===== src/hdl/pvs_pkg.sv =====
// Package for the periodic ventilation scheduler: payload structs, phase and
// fan command codes, register indexes and sizing constants. No dependencies.
package pvs_pkg;

   // Number of higher-priority fan modes that can hold off the schedule.
   localparam int NUM_OTHER_MODES = 5;

   localparam int BUSY_WIDTH   = 5;
   localparam int MINUTE_WIDTH = 16;
   localparam int CSR_IDX_WIDTH = 2;
   localparam int CSR_DATA_WIDTH = 16;

   // Only the low NUM_OTHER_MODES bits of the busy field are looked at.
   localparam logic [BUSY_WIDTH-1:0] BUSY_MASK =
      BUSY_WIDTH'((64'd1 << NUM_OTHER_MODES) - 64'd1);

   localparam logic [MINUTE_WIDTH-1:0] INTERVAL_RESET = 16'd60;
   localparam logic [MINUTE_WIDTH-1:0] RUN_RESET      = 16'd10;

   typedef enum logic [1:0] {
      PH_IDLE        = 2'd0,
      PH_COUNTDOWN   = 2'd1,
      PH_VENTILATING = 2'd2,
      PH_INTERRUPTED = 2'd3
   } phase_type;

   typedef enum logic [1:0] {
      CMD_NONE = 2'd0,
      CMD_ON   = 2'd1,
      CMD_OFF  = 2'd2
   } fan_cmd_type;

   typedef enum logic [CSR_IDX_WIDTH-1:0] {
      CSR_INTERVAL = 2'd0,
      CSR_RUN      = 2'd1,
      CSR_ENABLE   = 2'd2
   } csr_index_type;

   typedef struct packed {
      logic [BUSY_WIDTH-1:0] busy_modes;
      logic                  minute_passed;
   } req_payload_type;

   typedef struct packed {
      fan_cmd_type             fan_command;
      phase_type               phase_now;
      logic [MINUTE_WIDTH-1:0] minutes_remaining;
   } rsp_payload_type;

endpackage


===== src/hdl/periodic_ventilation_scheduler_unit.sv =====
// Periodic ventilation scheduler: phase state machine, minute counter and a
// two-entry result queue. Depends on pvs_pkg.
//
//   channel  | direction | handshake             | payload
//   ---------+-----------+-----------------------+-------------------------------
//   req      | in        | req_valid / req_stall | busy_modes, minute_passed
//   rsp      | out       | rsp_valid / rsp_stall | fan_command, phase_now,
//            |           |                       | minutes_remaining
//   csr      | in        | csr_write_en          | csr_index, csr_wdata
//
// Every poll is handled as it is transferred: the next phase and count are
// computed combinationally from the state registers and the request, and the
// result is written into a two-entry output queue. One poll can be accepted
// per clock; req_stall rises only when both queue entries hold results.
// The first result is visible in the cycle after its poll is transferred.
// Reset is synchronous and active high. It returns the phase to idle, clears
// the count, empties the queue and loads the register defaults (interval 60,
// run 10, schedule disabled).
module periodic_ventilation_scheduler_unit (
   input  logic                                  clock,
   input  logic                                  reset,

   input  logic                                  req_valid,
   output logic                                  req_stall,
   input  pvs_pkg::req_payload_type              req_data,

   output logic                                  rsp_valid,
   input  logic                                  rsp_stall,
   output pvs_pkg::rsp_payload_type              rsp_data,

   input  logic                                  csr_write_en,
   input  logic [pvs_pkg::CSR_IDX_WIDTH-1:0]     csr_index,
   input  logic [pvs_pkg::CSR_DATA_WIDTH-1:0]    csr_wdata
);

   // Configuration registers.
   logic [pvs_pkg::MINUTE_WIDTH-1:0] interval_ff;
   logic [pvs_pkg::MINUTE_WIDTH-1:0] run_ff;
   logic                             enable_ff;

   // Scheduler state.
   pvs_pkg::phase_type               phase_ff, phase_in;
   logic [pvs_pkg::MINUTE_WIDTH-1:0] minutes_ff, minutes_in;
   pvs_pkg::fan_cmd_type             cmd;

   // Result queue: slot 0 is the head that drives the rsp channel.
   pvs_pkg::rsp_payload_type         slot0_ff, slot1_ff;
   logic [1:0]                       count_ff;

   logic push;
   logic pop;
   logic fill_head;
   logic schedule_live;
   logic any_mode_busy;
   pvs_pkg::rsp_payload_type result;

   assign req_stall = (count_ff == 2'd2);
   assign rsp_valid = (count_ff != 2'd0);
   assign rsp_data  = slot0_ff;
   assign push      = req_valid && !req_stall;
   assign pop       = rsp_valid && !rsp_stall;

   // Register writes. An index beyond the list is dropped.
   always_ff @(posedge clock) begin
      if (reset) begin
         interval_ff <= pvs_pkg::INTERVAL_RESET;
         run_ff      <= pvs_pkg::RUN_RESET;
         enable_ff   <= 1'b0;
      end else if (csr_write_en) begin
         unique case (pvs_pkg::csr_index_type'(csr_index))
            pvs_pkg::CSR_INTERVAL: interval_ff <= csr_wdata;
            pvs_pkg::CSR_RUN:      run_ff      <= csr_wdata;
            pvs_pkg::CSR_ENABLE:   enable_ff   <= csr_wdata[0];
            default: ;
         endcase
      end
   end

   assign schedule_live = enable_ff && (interval_ff != '0) && (run_ff != '0);
   assign any_mode_busy = (req_data.busy_modes & pvs_pkg::BUSY_MASK) != '0;

   // Next phase and count for one poll. The minute tick is applied first,
   // then the poll itself decides between idle, countdown and interruption.
   always_comb begin
      phase_in   = phase_ff;
      minutes_in = minutes_ff;
      cmd        = pvs_pkg::CMD_NONE;

      if (req_data.minute_passed &&
          (phase_ff == pvs_pkg::PH_COUNTDOWN || phase_ff == pvs_pkg::PH_VENTILATING)) begin
         if (minutes_ff > 16'd1) begin
            minutes_in = minutes_ff - 16'd1;
         end else if (phase_ff == pvs_pkg::PH_COUNTDOWN) begin
            // Countdown over: start the scheduled run.
            phase_in   = pvs_pkg::PH_VENTILATING;
            minutes_in = run_ff;
            cmd        = pvs_pkg::CMD_ON;
         end else begin
            // Run over: fan off and wait another interval.
            phase_in   = pvs_pkg::PH_COUNTDOWN;
            minutes_in = interval_ff;
            cmd        = pvs_pkg::CMD_OFF;
         end
      end

      if (!schedule_live) begin
         if (phase_in == pvs_pkg::PH_VENTILATING) begin
            cmd = pvs_pkg::CMD_OFF;
         end
         phase_in   = pvs_pkg::PH_IDLE;
         minutes_in = '0;
      end else begin
         unique case (phase_in)
            pvs_pkg::PH_IDLE, pvs_pkg::PH_INTERRUPTED: begin
               if (!any_mode_busy) begin
                  phase_in   = pvs_pkg::PH_COUNTDOWN;
                  minutes_in = interval_ff;
               end
            end
            pvs_pkg::PH_COUNTDOWN: begin
               if (any_mode_busy) begin
                  phase_in   = pvs_pkg::PH_INTERRUPTED;
                  minutes_in = '0;
               end
            end
            default: ;  // a run is not affected by busy modes
         endcase
      end

      result.fan_command       = cmd;
      result.phase_now         = phase_in;
      result.minutes_remaining = minutes_in;
   end

   always_ff @(posedge clock) begin
      if (reset) begin
         phase_ff   <= pvs_pkg::PH_IDLE;
         minutes_ff <= '0;
      end else if (push) begin
         phase_ff   <= phase_in;
         minutes_ff <= minutes_in;
      end
   end

   // Queue occupancy.
   always_ff @(posedge clock) begin
      if (reset) begin
         count_ff <= 2'd0;
      end else if (push && !pop) begin
         count_ff <= count_ff + 2'd1;
      end else if (pop && !push) begin
         count_ff <= count_ff - 2'd1;
      end
   end

   // Queue payload. The head advances on every transfer out; a new result
   // lands in the first slot that is free after that move.
   assign fill_head = (count_ff == 2'd0) || (count_ff == 2'd1 && pop);

   always_ff @(posedge clock) begin
      if (push && fill_head) begin
         slot0_ff <= result;
      end else if (pop) begin
         slot0_ff <= slot1_ff;
      end
      if (push && !fill_head) begin
         slot1_ff <= result;
      end
   end

   // A result that turns the fan on always reports a running ventilation.
   a_on_means_running: assert property (@(posedge clock) disable iff (reset)
      rsp_valid && rsp_data.fan_command == pvs_pkg::CMD_ON |->
         rsp_data.phase_now == pvs_pkg::PH_VENTILATING)
      else $error("fan-on result outside the ventilating phase");

   // Idle and interrupted phases never carry a count.
   a_quiet_count_zero: assert property (@(posedge clock) disable iff (reset)
      phase_ff == pvs_pkg::PH_IDLE || phase_ff == pvs_pkg::PH_INTERRUPTED |->
         minutes_ff == '0)
      else $error("count held while idle or interrupted");

   // After a transferred poll the rsp channel holds a valid result in the next cycle.
   a_result_follows: assert property (@(posedge clock) disable iff (reset)
      push |=> rsp_valid)
      else $error("accepted poll produced no result");

   // The queue never claims more than its two entries.
   a_queue_bound: assert property (@(posedge clock) disable iff (reset)
      count_ff != 2'd3)
      else $error("result queue overflow");

endmodule


===== config.mk =====
export PLATFORM = sky130hd
export DESIGN_NAME = periodic_ventilation_scheduler_unit
export DESIGN_NICKNAME = d
export VERILOG_FILES = /design/src/hdl/pvs_pkg.sv /design/src/hdl/periodic_ventilation_scheduler_unit.sv
export SDC_FILE = /design/constraint.sdc
export NUM_CORES = 1
export LEC_CHECK = 0
export ABC_AREA = 0
export BUFFER_PORTS_ARGS = -buffer_cell sky130_fd_sc_hd__buf_2
export CAP_MARGIN = 20
export CORE_MARGIN = 3
export CORE_UTILIZATION = 59
export DETAILED_ROUTE_END_ITERATION = 8
export GPL_TIMING_DRIVEN = 0
export PLACE_DENSITY = 0.77
export SYNTH_ARGS = -nofsm -noshare
export SYNTH_HDL_FRONTEND = slang
export SYNTH_SLANG_ARGS = --single-unit

===== constraint.sdc =====
create_clock -name clock -period 2.9 [get_ports clock]
set_input_delay 0.29 -clock clock [delete_from_list [all_inputs] [get_ports clock]]
set_output_delay 0.29 -clock clock [all_outputs]
set_load 0.02 [all_outputs]

# Word level (Yosys, flattened, before mapping)
# Index checks and enable logic that the tools add are counted.
[op_classes]
add_sub_neg = 3
n_eq_ne = 9
order_cmp = 1
n_reduce_logical = 30
n_mux = 23
[ops]
columns = ["op", "count"]
rows = [
  ["2-to-1 mux 16 bit", 6],
  ["2-to-1 mux 20 bit", 2],
  ["case mux 16 bit (2 select lines)", 1],
  ["nonzero test 16 bit", 2],
  ["2-to-1 mux 2 bit", 13],
  ["greater-than comparator 16 x 1 -> 1 bit, second input constant", 1],
  ["subtractor 16 x 1 -> 16 bit, second input constant", 1],
  ["== test 2 bit, second input constant", 5],
  ["logical AND 1 bit", 10],
  ["== test 2 x 1 -> 1 bit, second input constant", 4],
  ["zero test 2 bit", 3],
  ["AND reduction 2 bit", 3],
  ["nonzero test 2 bit", 3],
  ["zero test 1 bit", 5],
  ["nonzero test 5 bit", 1],
  ["case mux 2 bit (2 select lines)", 1],
  ["adder 2 x 1 -> 2 bit, second input constant", 1],
  ["logical OR 1 bit", 2],
  ["OR reduction 2 bit", 1],
  ["subtractor 2 x 1 -> 2 bit, second input constant", 1],
]
[totals]
register_bits = 93
wordCells = 78

# Depth between registers and ports, before layout
# Gate-level depths: netlist (run 1).
[depth]
ltp_word = 9
depth_mapped = 11
mapped_depth_nobuf = 10

# Least setup slack after synthesis (run 1)
# Ideal clock, no wire load.
[synth_path]
kind = "register -> register"
start = "reg count_ff[0]"
end = "reg slot1_ff[0] (netlist name) (enable)"
t_arrival_ns = 2.383
stages_incl_launch_ff = 5
n_path_buf = 0
slack_ns = 0.095
period_less_slack_ns = 2.805
path_cell_list = "dfxtp_1 inv_1 ha_1 nand2b_1 nor3_1"
[synth_rtl]
columns = ["item", "line_no", "text"]
rows = [
  ["start: declaration", "periodic_ventilation_scheduler_unit.sv:48", "logic [1:0] count_ff;"],
  ["start signal: assignment", "periodic_ventilation_scheduler_unit.sv:150", "count_ff <= count_ff + 2'd1;"],
  ["start signal: assignment", "periodic_ventilation_scheduler_unit.sv:152", "count_ff <= count_ff - 2'd1;"],
  ["== test 2 bit", "periodic_ventilation_scheduler_unit.sv:57", "assign req_stall = (count_ff == 2'd2);"],
  ["via req_stall", "periodic_ventilation_scheduler_unit.sv:24", "output logic req_stall,"],
  ["zero test 1 bit", "periodic_ventilation_scheduler_unit.sv:60", "assign push = req_valid && !req_stall;"],
  ["logical AND 1 bit", "periodic_ventilation_scheduler_unit.sv:60", ""],
  ["logical AND 1 bit", "periodic_ventilation_scheduler_unit.sv:166", "if (push && !fill_head) begin"],
  ["end signal: assignment", "periodic_ventilation_scheduler_unit.sv:167", "slot1_ff <= result;"],
  ["end: declaration", "periodic_ventilation_scheduler_unit.sv:47", "pvs_pkg::rsp_payload_type slot0_ff, slot1_ff;"],
]
# The timed path passes the listed nets, and every way through them passes these cells.
# A chain may end at the register's enable or synchronous reset.

# Worst setup path after layout (run 1)
[layout_path]
start = "reg interval_ff[8] (netlist name)"
end = "reg slot0_ff (netlist bit rsp_data[10]) (data pin)"
[layout_via]
elab_chain_cells = 5
[layout_rtl]
columns = ["item", "line_no", "text"]
rows = [
  ["start: declaration", "periodic_ventilation_scheduler_unit.sv:37", "logic [pvs_pkg::MINUTE_WIDTH-1:0] interval_ff;"],
  ["start signal: assignment", "periodic_ventilation_scheduler_unit.sv:66", "interval_ff <= pvs_pkg::INTERVAL_RESET;"],
  ["start signal: assignment", "periodic_ventilation_scheduler_unit.sv:71", "pvs_pkg::CSR_INTERVAL: interval_ff <= csr_wdata;"],
  ["nonzero test 16 bit", "periodic_ventilation_scheduler_unit.sv:79", "assign schedule_live = enable_ff && (interval_ff != '0) && (run_ff != '0);"],
  ["logical AND 1 bit (2 in a row)", "periodic_ventilation_scheduler_unit.sv:79", ""],
  ["2-to-1 mux 16 bit", "periodic_ventilation_scheduler_unit.sv:106", "if (!schedule_live) begin"],
  ["2-to-1 mux 20 bit", "periodic_ventilation_scheduler_unit.sv:161", "if (push && fill_head) begin"],
  ["end signal: assignment", "periodic_ventilation_scheduler_unit.sv:162", "slot0_ff <= result;"],
  ["end signal: assignment", "periodic_ventilation_scheduler_unit.sv:164", "slot0_ff <= slot1_ff;"],
  ["end: declaration", "periodic_ventilation_scheduler_unit.sv:47", ""],
]
# No other way between the ends.

==> results of run 1 <==
[final cells by class]
cell class,instances,area [µm²],area share
plain buffers,35,158,0.0274
multi-input cells,440,2700,0.469
well taps,105,131,0.0228
inverters,11,41.3,0.00718
clock buffers,11,141,0.0246
flip-flops and latches,93,2260,0.393
clock inverters,5,58.8,0.0102
repair buffers,52,265,0.0461
[worst max path at each step]
| stage | startpoint | cells after the start | endpoint | slack [ns] |
|---|---|---|---|---|
| final | interval_ff[8] | 8 | rsp_data[10] | 0.07 |
| after floorplan | count_ff[0] | 4 | slot1_ff[0] | 0.1 |
| after global placement | count_ff[0] | 4 | slot1_ff[5] | -0.53 |
| after global routing | count_ff[0] | 10 | rsp_data[2] | -0.10 |
| after detailed placement | count_ff[0] | 7 | rsp_data[6] | -0.29 |
| after CTS | interval_ff[8] | 7 | slot1_ff[3] | 0.006 |
[cells in the mapped netlist (4+ instances only)]
library cell and instances:
mux2i_1 14, a21oi_1 52, dfxtp_1 53, nor4_4 4, nor3_1 14, inv_1 10
nor2b_1 8, nand2_1 110, nor2_1 48, o21ai_1 9, ha_1 7, or4_1 7
edfxtp_1 40, a21o_1 8, o21ai_0 32, nor4_1 8, o31ai_1 4, a22oi_1 12
a22o_1 4, a211oi_1 4, nand3b_1 8, clkbuf_1 28, or2_2 6, o22ai_1 13
a311oi_1 8, nand3_1 6, mux2_2 6
[per-layer routing]
layer | track usage | routed length [µm] | up-vias
met5 | 0 | 0 | -
met4 | 0.0851 | 238 | 0
met3 | 0.0389 | 938 | 22
met2 | 0.465 | 6470 | 209
met1 | 0.395 | 6010 | 2162
li1 | - | - | 2252
[kinds of logic after synthesis]
| kind of cell | synth area share |
|---|---|
| DFF | 0.446 |
| AOI/OAI and AO/OA | 0.214 |
| and+or+nand+nor | 0.239 |
| adders and majority gates | 0.0173 |
| buffers and inverters | 0.0392 |
| muxes | 0.0410 |
| xor gates and xnor gates | 0.00346 |
[registers in the layout (all words and copies together) (netlist names)]
register / count
phase_ff: 2
interval_ff: 16
run_ff: 16
slot1_ff: 20
rsp_data: 20
count_ff: 2
enable_ff: 1
minutes_ff: 16
[timing repair]
action	in CTS	in global routing
gates resized for setup	5	18
hold endpoints to repair	0	0
pin swaps	1	2
buffers inserted	1	0
setup endpoints to repair	59	60
[power by group through the flow]
stage	Combinational, mW	Sequential [mW]	Clock [mW]
CTS	0.922	1.72	0.887
floorplan	0.458	1.91	0
global placement	0.872	1.75	0
global route	1.01	1.74	0.950
detailed placement	0.909	1.76	0
finish	0.918	1.72	0.884
[worst max-delay path, delay by kind of cell (launching register included)]
| kind | cells | cell delay (ns) |
|---|---|---|
| DFF | 1 | 0.39 |
| buffers and inverters | 2 | 0.35 |
| and+or+nand+nor | 3 | 0.92 |
| AOI/OAI and AO/OA | 3 | 0.93 |
[metrics by stage]
stage	instances	util	setup WS [ns]	hold WS (ns)
after detailed placement	736	0.658	-0.286	0.467
after global routing	752	0.693	-0.104	0.166
after floorplan	580	-	0.0952	0.411
final	752	0.693	0.0657	0.152
after CTS	753	0.686	0.00570	0.149
after global placement	735	0.657	-0.528	0.461
==> impl_metrics.py, run 1 <==
metrics = {
    "pwr": {
        "powerDensity_nw_per_um2": 612,
        "ir_drop_mv": 0.493,
        "switching_share": 0.326,
        "clkPwrFrac": 0.251,
        "comb_power_share": 0.260,
        "p_leak_nw": 2.09,
        "seqPwrFrac": 0.489,
        "p_int_mw": 2.37,
        "power_mw": 3.52,
        "p_switching_mw": 1.15,
    },
    "setup_path": {
        "arrival_ns": 2.94,
        "slowest_delay_ns": 0.64,
        "cpMostUsedCell": "buf_4",
        "timing.rr.end": "rsp_data[10]",
        "slowest_stage": "or4_1",
        "regToRegSetupSlack_ns": 0.07,
        "endpoint_kind": "register",
        "reg2reg_depth": 8,
        "criticalPathCategory": "reg2reg",
        "crit_path_max_fanout": 10,
        "required_ns": 3.00,
        "critPathLaunchType": "register",
        "r2r-start": "interval_ff[8]",
        "timing.critical_path.cells": "or4_1 > o41ai_4 > or2_2 > buf_4 > nor3_2 > buf_4 > a21oi_2 > o21ai_0",
    },
    "synthesis": {
        "netlist_instances": 580,
        "yosys.cell_types.count": 67,
        "yosys_most_used_dff": "dfxtp_1",
        "syn_area_um2": 5070,
        "syn_avg_cell_area_um2": 8.74,
        "async_flop_share": 0,
        "synth_top_cell_by_area": "edfxtp_1",
        "synth_top_cell_area_share": 0.237,
        "ys_seq_area_frac": 0.446,
        "syn_nets": 616,
        "yosys_register_bits": 93,
        "ys_top_cells_by_area": "edfxtp_1, dfxtp_1, nand2_1",
        "synth_edf_count": 40,
        "ys_warn_count": 0,
    },
    "global_route": {
        "grt_overflow": 0,
        "grt_pass1_vias": 4263,
        "antenna_found_initial": 0,
        "track_usage": 0.284,
        "grt_max_degree": 21,
        "grt_pass1_wl_um": 22000,
    },
    "clocking": {
        "cts.sinks": 93,
        "numCtsBuffers": 9,
        "htree_levels": 3,
        "cts_tree": "done",
        "clk_latency_ns": 0.36,
        "cts-hold-fix-buffers": 0,
        "cts-root-buf": "clkbuf_8",
        "clock_path_buffers": 2,
        "clk_pin_slew_ns": 0.09,
    },
    "detailed_routing": {
        "drtAntennaViolNets": 0,
        "route.detailed.drc": 0,
        "vias": 4645,
        "drtIter0Drc": 543,
        "drt-total-wl_um": 13700,
        "avgViaCountPerCell": 6.18,
        "drt_pass1_iterations": 5,
        "avgRoutedWirePerCell_um": 18.2,
    },
    "layout": {
        "syn_to_final_growth_pct": 13.5,
        "final_common_cell": "nand2_1",
        "layout.nets": 678,
        "final_cell_mix": "nand2_1, buf_2, dfxtp_1",
        "fillers": 683,
        "antenna_cells": 0,
        "drive_gt1_frac": 0.184,
        "final_cell_area_um2": 5750,
    },
    "timing": {
        "slew_headroom": 0.347,
        "hold_viol": 0,
        "slew_violations": 0,
        "fin_crit_sh": 0.977,
        "period_minus_slack_ns": 2.83,
        "grt_setup_unrepaired": "true",
        "tightest_slew_ns": 0.970,
        "skew_ns": 0.0102,
        "fin_tns_setup_ns": 0,
        "clock.fmax_mhz": 353,
        "setup_violations": 0,
    },
    "worst_hold_path": {
        "holdPathStages": 3,
        "hp-class": "in2reg",
        "min_from": "csr_wdata[1]",
        "min_to": "run_ff[1]",
    },
    "die": {
        "row_count": 33,
        "initial_core_util": 0.611,
        "core_um2": 8300,
        "die_y_um": 98.7,
        "die_w_um": 98.7,
        "dieArea_um2": 9740,
        "io_pins": 51,
    },
    "placed_design": {
        "place_area_um2": 5460,
        "dpl.hpwl_um": 10600,
        "io_buffer_count": 50,
        "place_congestion": 0.999,
    },
    "flow_run": {
        "cap_violations": 0,
    },
    "status": {
        "status": "finished, final reports clean",
    },
}
No activity file was read; power rests on OpenSTA's default activity.
==> run 2, diff against run 1 <==
--- a/config.mk
+++ b/config.mk
@@ -5,14 +5,14 @@
 export SDC_FILE = /design/constraint.sdc
 export NUM_CORES = 1
 export LEC_CHECK = 0
-export ABC_AREA = 0
+export ABC_AREA = 1
 export BUFFER_PORTS_ARGS = -buffer_cell sky130_fd_sc_hd__buf_2
 export CAP_MARGIN = 20
 export CORE_MARGIN = 3
-export CORE_UTILIZATION = 59
+export CORE_UTILIZATION = 60
 export DETAILED_ROUTE_END_ITERATION = 8
 export GPL_TIMING_DRIVEN = 0
-export PLACE_DENSITY = 0.77
+export PLACE_DENSITY = 0.78
 export SYNTH_ARGS = -nofsm -noshare
 export SYNTH_HDL_FRONTEND = slang
 export SYNTH_SLANG_ARGS = --single-unit
==> impl_metrics.py, run 2 <==
metrics = {
    "status": {
        "status": "finished, final reports clean",
    },
    "synthesis": {
        "netlist_instances": 726,
        "syn_area_um2": 5290,
        "yosys_register_bits": 93,
        "synth_top_cell_by_area": "edfxtp_1",
        "async_flop_share": 0,
        "synth_top_cell_area_share": 0.227,
        "ys_warn_count": 0,
        "ys_seq_area_frac": 0.428,
        "ys_top_cells_by_area": "edfxtp_1, dfxtp_1, nand2_1",
        "synth_edf_count": 40,
        "yosys_most_used_dff": "dfxtp_1",
        "syn_nets": 762,
        "syn_avg_cell_area_um2": 7.29,
        "ys_top_cells_by_count": "nand2_1, inv_1, a21oi_1",
        "synth_most_common_cell": "nand2_1",
        "yosys.cell_types.count": 36,
    },
    "clocking": {
        "htree_levels": 3,
        "clock_path_buffers": 2,
        "clk_pin_slew_ns": 0.10,
        "cts_tree": "done",
        "cts-root-buf": "clkbuf_8",
        "cts.sinks": 93,
        "postCtsSetupBuffers": 0,
        "clk_latency_ns": 0.38,
        "numCtsBuffers": 9,
    },
    "pwr": {
        "switching_share": 0.424,
        "ir_drop_mv": 0.411,
        "clkPwrFrac": 0.205,
        "p_leak_nw": 2.74,
        "p_switching_mw": 2.12,
        "comb_power_share": 0.421,
        "seqPwrFrac": 0.374,
        "power_mw": 5.00,
        "powerDensity_nw_per_um2": 847,
        "p_int_mw": 2.88,
    },
    "layout": {
        "drive_gt1_frac": 0.140,
        "final_cell_area_um2": 5910,
        "final_common_cell": "nand2_1",
        "syn_to_final_growth_pct": 11.8,
        "antenna_cells": 0,
        "finalNonFillerCells": 898,
        "fillers": 717,
        "layout.nets": 824,
        "final_cell_mix": "nand2_1, inv_1, a21oi_1",
        "final_core_util": 0.705,
    },
    "placed_design": {
        "dpl.hpwl_um": 11100,
        "placed_cells": 882,
        "io_buffer_count": 50,
        "place_congestion": 0.917,
        "place_area_um2": 5680,
    },
    "setup_path": {
        "endpoint_kind": "register",
        "r2r-start": "count_ff[0]",
        "crit_path_max_fanout": 20,
        "timing.critical_path.cells": "inv_1 > ha_1 > nor2_1 > inv_1 > nor2_1 > inv_1 > clkbuf_1 > clkbuf_1 > nand2_2",
        "critPathLaunchType": "register",
        "cpMostUsedCell": "inv_1",
        "slowest_stage": "nand2_2",
        "arrival_ns": 2.65,
        "slowest_delay_ns": 0.43,
        "critPathLaunch": "count_ff[0]",
        "required_ns": 2.93,
        "criticalPathCategory": "reg2reg",
    },
    "detailed_routing": {
        "drt-total-wl_um": 14500,
        "avgViaCountPerCell": 5.67,
        "route.detailed.drc": 0,
        "vias": 5090,
        "drtAntennaViolNets": 0,
        "avgRoutedWirePerCell_um": 16.2,
        "drtIter0Drc": 549,
        "drt_pass1_iterations": 5,
    },
    "die": {
        "die_w_um": 99.9,
        "core_um2": 8380,
        "initial_core_util": 0.631,
        "die_y_um": 99.9,
        "dieArea_um2": 9980,
        "row_count": 33,
        "io_pins": 51,
    },
    "timing": {
        "tightest_slew_ns": 0.630,
        "grt_setup_unrepaired": "false",
        "setup_violations": 0,
        "slew_violations": 0,
        "fin_crit_sh": 0.904,
        "hold_viol": 0,
        "clock.fmax_mhz": 381,
        "fin_tns_setup_ns": 0,
        "slew_headroom": 0.580,
        "period_minus_slack_ns": 2.62,
        "skew_ns": 0.0124,
    },
    "global_route": {
        "track_usage": 0.302,
        "grt_max_degree": 21,
        "grt_pass1_vias": 4852,
        "antenna_found_initial": 0,
        "grt_overflow": 0,
        "grt_pass1_wl_um": 23800,
    },
    "flow_run": {
        "cap_violations": 0,
    },
    "worst_hold_path": {
        "min_from": "csr_wdata[3]",
        "hp-class": "in2reg",
    },
}
run 2: layout make-up:
type                            instances  area [µm²]  area share
Clock buffer                            9         124      0.0210
Tap cell                              105         131      0.0222
Clock inverter                          7         106      0.0180
Buffer                                 31         145      0.0246
Timing Repair Buffer                   51         258      0.0436
Multi-Input combinational cell        511        2540       0.430
Sequential cell                        93        2260       0.383
Inverter                               91         343      0.0580
run 2: metal layers:
layer / vias up / GRT usage / wire (µm)
li1: 2515 / - / -
met2: 222 / 0.515 / 6970
met3: 34 / 0.0382 / 912
met1: 2319 / 0.389 / 6200
met4: 0 / 0.123 / 436
met5: - / 0 / 0
run 2: final timing paths:
check / to / slack, ns / depth (start not counted)
hold reg to reg: enable_ff / 0.46 / 2
hold / removal: interval_ff[3] / 0.14 / 3
setup reg to reg: rsp_data[6] / 0.28 / 9
setup / recovery: rsp_data[6] / 0.28 / 9
run 2: through the flow:
step | hold slack [ns] | worst slack [ns]
final | 0.139 | 0.278
after global routing | 0.178 | 0.0133
after CTS | 0.143 | 0.0317
after floorplan | 0.420 | 0.528
after detailed placement | 0.447 | 0.0503
after global placement | 0.439 | 0.248
run 2: power groups by stage:
stage / Clock (mW) / Combinational (mW) / Sequential (mW)
floorplan: 0 / 1.36 / 2.06
global placement: 0 / 1.99 / 1.89
detailed placement: 0 / 2.07 / 1.90
CTS: 1.02 / 2.08 / 1.87
global route: 1.07 / 2.35 / 1.90
finish: 1.02 / 2.11 / 1.87
run 2: cells by family (layout without fill, tap and decap cells):
| kind of cell | count (synthesis) | after routing | synth area share |
|---|---|---|---|
| and+or+nand+nor | 332 | 332 | 0.289 |
| xor gates and xnor gates | 3 | 3 | 0.00497 |
| AOI/OAI and AO/OA | 169 | 169 | 0.169 |
| buffers and inverters | 122 | 189 | 0.0922 |
| DFF | 93 | 93 | 0.428 |
| adders and majority gates | 7 | 7 | 0.0166 |
run 2: repair_timing:
| action | 4_1_cts | 5_1_grt |
|---|---|---|
| hold endpoints to repair | 0 | 0 |
| resized for setup | 0 | 1 |
| setup endpoints to repair | 0 | 20 |
| hold buffers | 0 | 0 |
run 2: critical path, delay by kind of cell (launching register included):
family	cells	cell delay [ns]
buf+inv	5	0.84
simple gates	3	0.84
flops	1	0.36
fa+ha+maj	1	0.23
